<file path="src/sv/wor_pkg.sv">
// Shared types, constants and the legacy opcode map for the opcode rewriter.
// Used by wor_front, wor_queue, wor_back and the top level; no dependencies.
package wor_pkg;

  localparam int WIN_DEPTH = 7;
  localparam int QDEPTH    = 4;
  localparam int QAW       = $clog2(QDEPTH);
  localparam int QCW       = QAW + 1;

  localparam logic [7:0] OP_DROP     = 8'h1a;
  localparam logic [7:0] OP_I32CONST = 8'h41;
  localparam logic [7:0] OP_I64CONST = 8'h42;
  localparam logic [7:0] OP_F32CONST = 8'h43;
  localparam logic [7:0] OP_F64CONST = 8'h44;
  localparam logic [7:0] OP_CALL     = 8'h10;
  localparam logic [7:0] BYTE_ZERO   = 8'h00;

  typedef enum logic [1:0] {
    LEN_NONE,
    LEN_ONE,
    LEN_THREE
  } len_t;

  typedef struct packed {
    len_t       len;
    logic [7:0] b0;
    logic [7:0] b1;
  } legacy_map_t;

  // One queued run of output bytes: one byte, or three (b0, b1, zero).
  typedef struct packed {
    logic       triple;
    logic [7:0] b0;
    logic [7:0] b1;
  } entry_t;

  typedef struct packed {
    logic full;
    logic empty;
  } q_status_t;

  function automatic logic is_marker(input logic [7:0] b);
    return (b == OP_I32CONST) || (b == OP_I64CONST) || (b == OP_F32CONST) ||
           (b == OP_F64CONST) || (b == OP_CALL);
  endfunction

  function automatic legacy_map_t legacy_map(input logic [7:0] b);
    legacy_map_t m;
    m = '{len: LEN_NONE, b0: BYTE_ZERO, b1: BYTE_ZERO};
    unique case (b) inside
      [8'hc5:8'hcc]: m = '{len: LEN_ONE, b0: 8'h9f, b1: BYTE_ZERO};
      [8'hcd:8'hcf]: m = '{len: LEN_ONE, b0: 8'ha3, b1: BYTE_ZERO};
      8'hd3: m = '{len: LEN_ONE, b0: 8'h6d, b1: BYTE_ZERO};
      8'hd4: m = '{len: LEN_ONE, b0: 8'h6e, b1: BYTE_ZERO};
      8'hd5: m = '{len: LEN_ONE, b0: 8'h6f, b1: BYTE_ZERO};
      8'hd6: m = '{len: LEN_ONE, b0: 8'h70, b1: BYTE_ZERO};
      8'hd7: m = '{len: LEN_THREE, b0: 8'h2c, b1: 8'h00};
      8'hd8: m = '{len: LEN_THREE, b0: 8'h2d, b1: 8'h00};
      8'hd9: m = '{len: LEN_THREE, b0: 8'h2e, b1: 8'h01};
      8'hda: m = '{len: LEN_THREE, b0: 8'h2f, b1: 8'h01};
      8'hdb: m = '{len: LEN_THREE, b0: 8'h28, b1: 8'h02};
      8'hdc: m = '{len: LEN_THREE, b0: 8'h2a, b1: 8'h02};
      8'hdd: m = '{len: LEN_THREE, b0: 8'h2b, b1: 8'h04};
      8'hde: m = '{len: LEN_THREE, b0: 8'h3a, b1: 8'h00};
      8'hdf: m = '{len: LEN_THREE, b0: 8'h3b, b1: 8'h01};
      8'he0: m = '{len: LEN_THREE, b0: 8'h36, b1: 8'h02};
      8'he1: m = '{len: LEN_THREE, b0: 8'h38, b1: 8'h02};
      8'he2: m = '{len: LEN_THREE, b0: 8'h39, b1: 8'h04};
      8'he3: m = '{len: LEN_ONE, b0: 8'ha8, b1: BYTE_ZERO};
      8'he4: m = '{len: LEN_ONE, b0: 8'ha9, b1: BYTE_ZERO};
      8'he5: m = '{len: LEN_ONE, b0: 8'haa, b1: BYTE_ZERO};
      8'he6: m = '{len: LEN_ONE, b0: 8'hab, b1: BYTE_ZERO};
      default: m = '{len: LEN_NONE, b0: BYTE_ZERO, b1: BYTE_ZERO};
    endcase
    return m;
  endfunction

endpackage

</file>
<file path="src/sv/wor_queue.sv">
// Small show-ahead FIFO of classified entries between front and back.
// Depends on wor_pkg for the entry type and depth constants.
module wor_queue (
  input  logic               clk,
  input  logic               rst,
  input  logic               push,
  input  wor_pkg::entry_t    push_data,
  input  logic               pop,
  output wor_pkg::entry_t    head,
  output wor_pkg::q_status_t status
);

  wor_pkg::entry_t mem [0:wor_pkg::QDEPTH-1];
  logic [wor_pkg::QAW-1:0] wr_ptr;
  logic [wor_pkg::QAW-1:0] rd_ptr;
  logic [wor_pkg::QCW-1:0] count;

  logic do_push;
  logic do_pop;

  assign status.full  = (count == wor_pkg::QCW'(wor_pkg::QDEPTH));
  assign status.empty = (count == '0);
  assign do_push      = push && !status.full;
  assign do_pop       = pop && !status.empty;
  assign head         = mem[rd_ptr];

  always_ff @(posedge clk) begin
    if (do_push) begin
      mem[wr_ptr] <= push_data;
    end
  end

  always_ff @(posedge clk) begin
    if (rst) begin
      wr_ptr <= '0;
      rd_ptr <= '0;
      count  <= '0;
    end else begin
      if (do_push) begin
        wr_ptr <= wr_ptr + 1'b1;
      end
      if (do_pop) begin
        rd_ptr <= rd_ptr + 1'b1;
      end
      if (do_push && !do_pop) begin
        count <= count + 1'b1;
      end else if (do_pop && !do_push) begin
        count <= count - 1'b1;
      end
    end
  end

endmodule

</file>
<file path="src/sv/wor_front.sv">
// Front end: accepts input items, keeps the look-back window and the store
// flag, classifies each byte and pushes its output run. Depends on wor_pkg.
module wor_front (
  input  logic               clk,
  input  logic               rst,
  input  logic               in_valid,
  output logic               in_ready,
  input  logic [7:0]         in_byte,
  input  logic               in_body,
  input  logic               body_start,
  input  wor_pkg::q_status_t q_status,
  output logic               push,
  output wor_pkg::entry_t    push_data
);

  logic [7:0] window [0:wor_pkg::WIN_DEPTH-1];
  logic       after_store;

  logic                 accept;
  logic                 flag_eff;
  logic                 leb;
  logic                 after_store_next;
  wor_pkg::legacy_map_t map;

  // Look back over the window to guess whether this byte sits inside a LEB.
  function automatic logic looks_like_leb(input logic [7:0] w [0:wor_pkg::WIN_DEPTH-1]);
    logic res;
    logic done;
    logic found;
    res   = 1'b1;
    done  = 1'b0;
    found = 1'b0;
    for (int k = 0; k < 4; k++) begin
      if (!done && !w[k][7]) begin
        done = 1'b1;
        if (!wor_pkg::is_marker(w[k])) begin
          res = 1'b0;
        end else begin
          res = 1'b1;
          for (int n = 1; n <= 3; n++) begin
            if (!found && !w[k+n][7]) begin
              found = 1'b1;
              res   = !wor_pkg::is_marker(w[k+n]);
            end
          end
        end
      end
    end
    return res;
  endfunction

  assign in_ready = !q_status.full;
  assign accept   = in_valid && in_ready;
  assign flag_eff = after_store && !body_start;
  assign map      = wor_pkg::legacy_map(in_byte);
  assign leb      = looks_like_leb(window);

  always_comb begin
    push             = 1'b0;
    push_data        = '{triple: 1'b0, b0: in_byte, b1: wor_pkg::BYTE_ZERO};
    after_store_next = 1'b0;
    if (!in_body) begin
      push = accept;
    end else if (in_byte == wor_pkg::OP_DROP && flag_eff) begin
      push = 1'b0;
    end else if (map.len != wor_pkg::LEN_NONE && !leb) begin
      push = accept;
      push_data.b0 = map.b0;
      if (map.len == wor_pkg::LEN_THREE) begin
        push_data.triple = 1'b1;
        push_data.b1     = map.b1;
        after_store_next = 1'b1;
      end
    end else begin
      push = accept;
    end
  end

  always_ff @(posedge clk) begin
    if (rst) begin
      after_store <= 1'b0;
      for (int i = 0; i < wor_pkg::WIN_DEPTH; i++) begin
        window[i] <= '0;
      end
    end else if (accept) begin
      after_store <= after_store_next;
      window[0]   <= in_byte;
      for (int i = 1; i < wor_pkg::WIN_DEPTH; i++) begin
        window[i] <= window[i-1];
      end
    end
  end

endmodule

</file>
<file path="src/sv/wor_back.sv">
// Back end: walks each queued run, one byte per cycle unless stalled, into the
// output register. Depends on wor_pkg for the entry and queue status types.
module wor_back (
  input  logic               clk,
  input  logic               rst,
  input  wor_pkg::q_status_t q_status,
  input  wor_pkg::entry_t    head,
  output logic               pop,
  output logic               out_valid,
  input  logic               out_ready,
  output logic [7:0]         out_byte,
  output logic               last_of_run
);

  typedef enum logic [1:0] {
    POS_FIRST,
    POS_MID,
    POS_LAST
  } pos_t;

  pos_t       pos;
  pos_t       pos_next;
  logic       load;
  logic       is_last;
  logic [7:0] sel_byte;

  assign load    = (!out_valid || out_ready) && !q_status.empty;
  assign is_last = !head.triple || (pos == POS_LAST);
  assign pop     = load && is_last;

  always_comb begin
    sel_byte = wor_pkg::BYTE_ZERO;
    pos_next = POS_FIRST;
    unique case (pos)
      POS_FIRST: begin
        sel_byte = head.b0;
        pos_next = POS_MID;
      end
      POS_MID: begin
        sel_byte = head.b1;
        pos_next = POS_LAST;
      end
      POS_LAST: begin
        sel_byte = wor_pkg::BYTE_ZERO;
        pos_next = POS_FIRST;
      end
      default: begin
        sel_byte = wor_pkg::BYTE_ZERO;
        pos_next = POS_FIRST;
      end
    endcase
  end

  always_ff @(posedge clk) begin
    if (rst) begin
      out_valid   <= 1'b0;
      out_byte    <= wor_pkg::BYTE_ZERO;
      last_of_run <= 1'b0;
      pos         <= POS_FIRST;
    end else begin
      if (load) begin
        out_valid   <= 1'b1;
        out_byte    <= sel_byte;
        last_of_run <= is_last;
        pos         <= is_last ? POS_FIRST : pos_next;
      end else if (out_ready) begin
        out_valid <= 1'b0;
      end
    end
  end

endmodule

</file>
<file path="src/sv/wasm_opcode_rewriter.sv">
// Top level of the legacy opcode rewriter: front classifier, run queue, back end.
// Depends on wor_pkg, wor_front, wor_queue and wor_back.
//
// Usage:
//   Input channel (in_valid/in_ready): one module byte per item, with in_body
//   marking function-body bytes and body_start the first byte of each body.
//   Output channel (out_valid/out_ready): one byte per item; last_of_run is
//   high on the final byte caused by an input item. A body 0x1a right after a
//   three-byte store expansion causes no output at all.
// Path: an accepted item is written into the run queue; its first output byte
//   is then loaded from the queue head into the output register.
// Throughput: one input item per cycle while the output side takes one byte
//   per cycle; a store expansion emits three output bytes, so the output
//   port's one byte per cycle sets the pace on expanded runs. The front keeps
//   accepting until the four-entry run queue fills.
// Reset: clears the look-back window to zero bytes, the store flag, the queue
//   and the output register; no item is in flight afterwards.
// Stall: when out_ready is low the output byte holds, the queue absorbs up to
//   four runs behind it, then in_ready drops until the back end drains an entry.
module wasm_opcode_rewriter (
  input  logic       clk,
  input  logic       rst,
  input  logic       in_valid,
  output logic       in_ready,
  input  logic [7:0] in_byte,
  input  logic       in_body,
  input  logic       body_start,
  output logic       out_valid,
  input  logic       out_ready,
  output logic [7:0] out_byte,
  output logic       last_of_run
);

  wor_pkg::q_status_t q_status;
  wor_pkg::entry_t    push_data;
  wor_pkg::entry_t    head;
  logic               push;
  logic               pop;

  // Classify bytes, track the window and the store flag.
  wor_front u_front (
    .clk        (clk),
    .rst        (rst),
    .in_valid   (in_valid),
    .in_ready   (in_ready),
    .in_byte    (in_byte),
    .in_body    (in_body),
    .body_start (body_start),
    .q_status   (q_status),
    .push       (push),
    .push_data  (push_data)
  );

  // Decouple classification from byte emission.
  wor_queue u_queue (
    .clk       (clk),
    .rst       (rst),
    .push      (push),
    .push_data (push_data),
    .pop       (pop),
    .head      (head),
    .status    (q_status)
  );

  // Emit each run through the output register, one byte per cycle unless stalled.
  wor_back u_back (
    .clk         (clk),
    .rst         (rst),
    .q_status    (q_status),
    .head        (head),
    .pop         (pop),
    .out_valid   (out_valid),
    .out_ready   (out_ready),
    .out_byte    (out_byte),
    .last_of_run (last_of_run)
  );

endmodule

</file>
<file path="config.mk">
export PLATFORM = sky130hd
export DESIGN_NAME = wasm_opcode_rewriter
export DESIGN_NICKNAME = d
export VERILOG_FILES = /design/src/sv/wor_pkg.sv /design/src/sv/wor_queue.sv /design/src/sv/wor_front.sv /design/src/sv/wor_back.sv /design/src/sv/wasm_opcode_rewriter.sv
export SDC_FILE = /design/constraint.sdc
export NUM_CORES = 1
export LEC_CHECK = 0
export BUFFER_PORTS_ARGS = -buffer_cell sky130_fd_sc_hd__buf_2
export CAP_MARGIN = 20
export CELL_PAD_IN_SITES_DETAIL_PLACEMENT = 1
export CELL_PAD_IN_SITES_GLOBAL_PLACEMENT = 2
export CORE_MARGIN = 2
export CORE_UTILIZATION = 36
export DETAILED_ROUTE_END_ITERATION = 10
export PLACE_DENSITY = 0.73
export SYNTH_ARGS = -nofsm -noshare
export SYNTH_HDL_FRONTEND = slang
export SYNTH_SLANG_ARGS = --single-unit
</file>
<file path="constraint.sdc">
create_clock -name clk -period 2.3 [get_ports clk]
set_input_delay 0 -clock clk [delete_from_list [all_inputs] [get_ports clk]]
set_output_delay 0 -clock clk [all_outputs]
set_load 0.05 [all_outputs]
</file>
==> run summary <==
The largest individual stage delay along the critical path comes from the cell or4b_4. The sum of routed wire length over all layers is 15.4 mm. Of the total synthesized cell area, the portion taken by XOR and XNOR cells is 0.0136. The count of nets left with antenna violations once routing finished came out at 0.

The wire-length estimate of the detail-placed layout is 10.4 mm. The tightest hold path in the finished design has a slack of ~0.034 ns. The routability congestion estimate from global placement came out at 0.764. The sum of negative setup slack is -6.78 ns. The simple-gate share of the synthesized area is 0.207.

Setup repair after global routing could not meet its margin everywhere. In this run the tool buffered the top-level ports with 24 buffer cells. The delay of the slowest cell on the worst path is a little under 0.5 ns. The maximum clock insertion buffer count is 2. The count of inserted antenna diode cells is 0. The number of max-slew violations in the final report was 0.

The part of the cycle the worst path needs is 1.09. Across every metal layer, demand over resource in global routing totals 0.191. The slack of the worst reg-to-reg path is -0.20 ns.

Of the total synthesized cell area, the portion taken by full adders, half adders and majority gates is 0.0142. After synthesis, the mean cell area works out to 9.59 sq um. The total non-filler cell area in the finished layout came out at around 7600 sq um. The worst endpoint data arrival time came out at between 2 and 3 ns. The fraction of power spent switching nets came out at 0.317.

The share of synthesized area in the top cell type comes to 0.269. After detailed routing, the number of vias per cell comes to 5.18. The largest family of logic cells by synthesized area is simple AND/OR/NAND/NOR gates.

The number of global-route vias before repair came to just under 5000. TritonCTS built the clock tree. The cell area after placement came out at 6670 sq um. The area of the core is 15800 sq um. The count of H-tree levels built during CTS came out at 4. Max-cap violations in this run came to 0. The part of the power in combinational logic is 0.277. The startpoint identified for the worst register-to-register timing path is u_front.window[33]. The count of warnings emitted by yosys came out at 0. The signed area change from the synthesized netlist to the final layout came out at 29.9%.

The number of sinks handled by clock tree synthesis is 126. The first-pass detailed-route iteration total came out at 4. The largest fanout of any net on the critical path is 6. The number of nets in the synthesized netlist is about 630. For hold timing, the worst endpoint is u_front.window[55]. The worst hold path passes through 4 cells. The worst-case setup margin in the final layout came out at -0.201 ns. The final routed wire length divided by cell count came out at 16.9 um. The flip-flop cell with the highest count after synthesis is dfxtp_1.

The worst hold-check path type is primary input to flip-flop. The checks that failed: negative setup slack. After global routing the overflow that remains totals 0. The sequential cell area in the final layout is 3010 sq um.

Counting both buffers and inverters, the worst setup path holds a total of 1. Timing would allow up to between 0.3 and 0.4 GHz. The cell area after technology mapping is slightly below 6000 sq um. The leakage power came out at 2.76 nW. For the worst setup path, the data required time is roughly 2.5 ns. After filler insertion, the fill cell instance count of the layout stands at 1777.

After synthesis, the cell types taking the most area are dfxtp_1 (27%), edfxtp_1 (25%), nand2_1 (8.3%). The compound-gate portion of the synthesized area was 0.146. The proportion of synthesized flip-flops having asynchronous set or reset is 0.

The pin slew with the least headroom to its limit is 0.862 ns. The headroom to the max-slew limit came out at 0.423. The maximum ir drop on the vdd rail came out at 0.000734 V. The width of the chip is around 130 um. The reported net switching power came out at 2.44 mW. The cell family contributing the most delay on the critical path is compound AO/OA/AOI/OAI gates. Traced cell by cell, the critical path runs through nor2_2 > or4b_4 > a2111oi_4 > o221ai_2 > a32oi_4 > nand3_4 > buf_12 > mux2_4.

The total design power is 7.70 mW. The layout cell share with drive strength beyond 1 came out at 0.266. The worst hold path begins at in_byte[7]. The critical path is of the flip-flop to flip-flop type.

CTS placed an instance of clkbuf_16 at the clock tree root. The worst-case reg-to-reg path depth came out at 8. Synthesis produced approximately 610 cells. The total number of nets in the final design came out at 706. The shortest period the worst path allows came out at 2.50 ns. The count of routing violations after the opening detailed-route iteration came out at 219.

Clock-pin slew was measured on the worst setup and hold paths at 0.06 ns. The number of endpoints with negative hold slack in the final report is 0. The worst setup path is captured at a flip-flop. From bottom edge to top edge, the die measures 131 um.

The power density normalized to cell area came out at 1020 nW/um^2. Entering global routing, the biggest net connects just under 60 pins. Of the total power, registers draw 0.358. The area of combinational cells with multiple inputs is about 2800 sq um. Leaving out fill and tap cells, the most frequent cell in the layout is nand2_1. The worst register-to-register path ends at u_queue.mem[0][13]. Summed over all instances, the cell type with the most area after synthesis is dfxtp_1. After synthesis, the share of cell area in mux cells is 0.0682. The synthesized design contains between 100 and 150 register bits. The cell-internal power is between 5 and 6 mW. The number of buffers added by the clock tree synthesis step came out at 17. In the routed design, unresolved DRC markers number 0. The initial core utilization came out at 0.367.

The clock skew after layout came out at 0.00840 ns. STA classifies the critical path startpoint as a flip-flop. The count of final setup violators came out at 48. The count of unique library cells instantiated by Yosys is 65. The number of synthesized flops with an enable pin came out at 48. The clock power share is 0.365. The later pin in the worst-skew pair is clocked with a latency of 0.42 ns. The share of the Yosys chip area taken by registers is 0.517. The first global-routing pass estimated 25.1 mm of wire. The total number of vias came out at 4742. Leaving out fill and tap cells, the most frequent cells in the layout are nand2_1 (126), a21oi_1 (71), dfxtp_1 (71), buf_4 (63), edfxtp_1 (48). The number of top-level pins is 25. The run finished, with violations left.

The initial antenna violation count came out at 0. The floorplan has 46 rows. The die covers 17200 sq um.
## synth_stat cells (3+ instances only)
library cell and instances:
nand2_1 128, dfxtp_1 78, a21oi_1 73, edfxtp_1 48
nor2_1 47, clkbuf_1 28, o21ai_0 21, nor3_1 15
buf_1 12, mux4_2 12, inv_1 10, a22oi_1 8
nand3_1 8, nor3b_1 7, a31oi_1 6, nand2b_1 6
and2_1 5, ha_1 5, mux2_2 5, nand4_1 5
xor2_1 5, mux2i_1 4, nor4_1 4, o211ai_1 4
o22ai_1 4, xnor2_1 4, and3_1 3, and3b_1 3
nand3b_1 3, nand4b_1 3, o31ai_1 3
## kinds of logic (layout without fill, tap and decap cells)
group / after synthesis / count (layout)
compound gates: 136 / 136
xor+xnor: 9 / 9
fa+ha+maj: 6 / 6
buf+inv: 52 / 145
flops: 126 / 126
simple gates: 254 / 254
mux: 23 / 23
## final cells by class
| class | instances | area share |
|---|---|---|
| Clock buffer | 17 | 0.0563 |
| Clock inverter | 15 | 0.0260 |
| Inverter | 11 | 0.00547 |
| Multi-Input combinational cell | 428 | 0.367 |
| Sequential cell | 126 | 0.399 |
| Tap cell | 216 | 0.0358 |
| Timing Repair Buffer | 102 | 0.111 |
## routing by layer
metal  up-vias  track usage  share of wire  wire, um
li1       2330            -              -         -
met1      2335        0.250           0.48      7360
met2        62        0.313           0.48      7440
met3        15       0.0426          0.027       419
met4         0       0.0688          0.013       204
met5         -            0              0         0
## worst register-to-register path: cells and delay by family, from the launching register on
| family | cells | cell delay (ns) |
|---|---|---|
| AND/OR/NAND/NOR | 3 | 0.67 |
| buffers and inverters | 1 | 0.17 |
| AO/OA/AOI/OAI | 3 | 0.77 |
| flip-flops | 1 | 0.33 |
| multiplexers | 1 | 0.32 |
## worst max-delay path by stage
| stage | start | end | slack [ns] | cells after the start |
|---|---|---|---|---|
| floorplan | u_queue.count[0] | u_queue.count[2] | -0.17 | 10 |
| global placement | u_front.window[15] | u_queue.mem[0][14] | -0.20 | 8 |
| detailed placement | u_front.window[13] | u_queue.mem[2][0] | -0.29 | 8 |
| CTS | u_front.window[32] | u_queue.mem[0][13] | -0.22 | 8 |
| global route | u_front.window[33] | u_queue.mem[1][14] | -0.27 | 8 |
| finish | u_front.window[33] | u_queue.mem[0][13] | -0.20 | 8 |
## per-stage QoR
stage | util | setup WS, ns | std cells
global placement | 0.421 | -0.204 | 874
CTS | 0.470 | -0.220 | 913
finish | 0.477 | -0.201 | 915
floorplan | - | -0.168 | 606
global route | 0.477 | -0.267 | 915
detailed placement | 0.421 | -0.286 | 874
## power groups by stage
stage                     Clock, mW  Combinational, mW  Sequential, mW
after CTS                      2.87               2.08            2.75
after global placement            0               1.99            2.77
after floorplan                   0               1.13            3.01
after detailed placement          0               2.04            2.80
final                          2.81               2.13            2.75
after global routing           2.95               2.35            2.78
## what timing repair did
action,in CTS,in global routing
gates resized for setup,19,15
setup endpoints to repair,51,50
hold buffers,5,0
setup buffers,2,1
pin swaps,7,12
cloned,0,1
hold endpoints to repair,5,0
## state kept, by name, indices dropped and copies added, names as in the netlist, named ones only
signal and cells:
u_front.window 56, u_queue.mem 48, u_back.out_byte 8, u_queue.count 3, u_back.pos 2, u_queue.rd_ptr 2
u_queue.wr_ptr 2, u_back.last_of_run 1, u_back.out_valid 1, u_front.after_store 1
No activity file was read; power rests on OpenSTA's default activity.
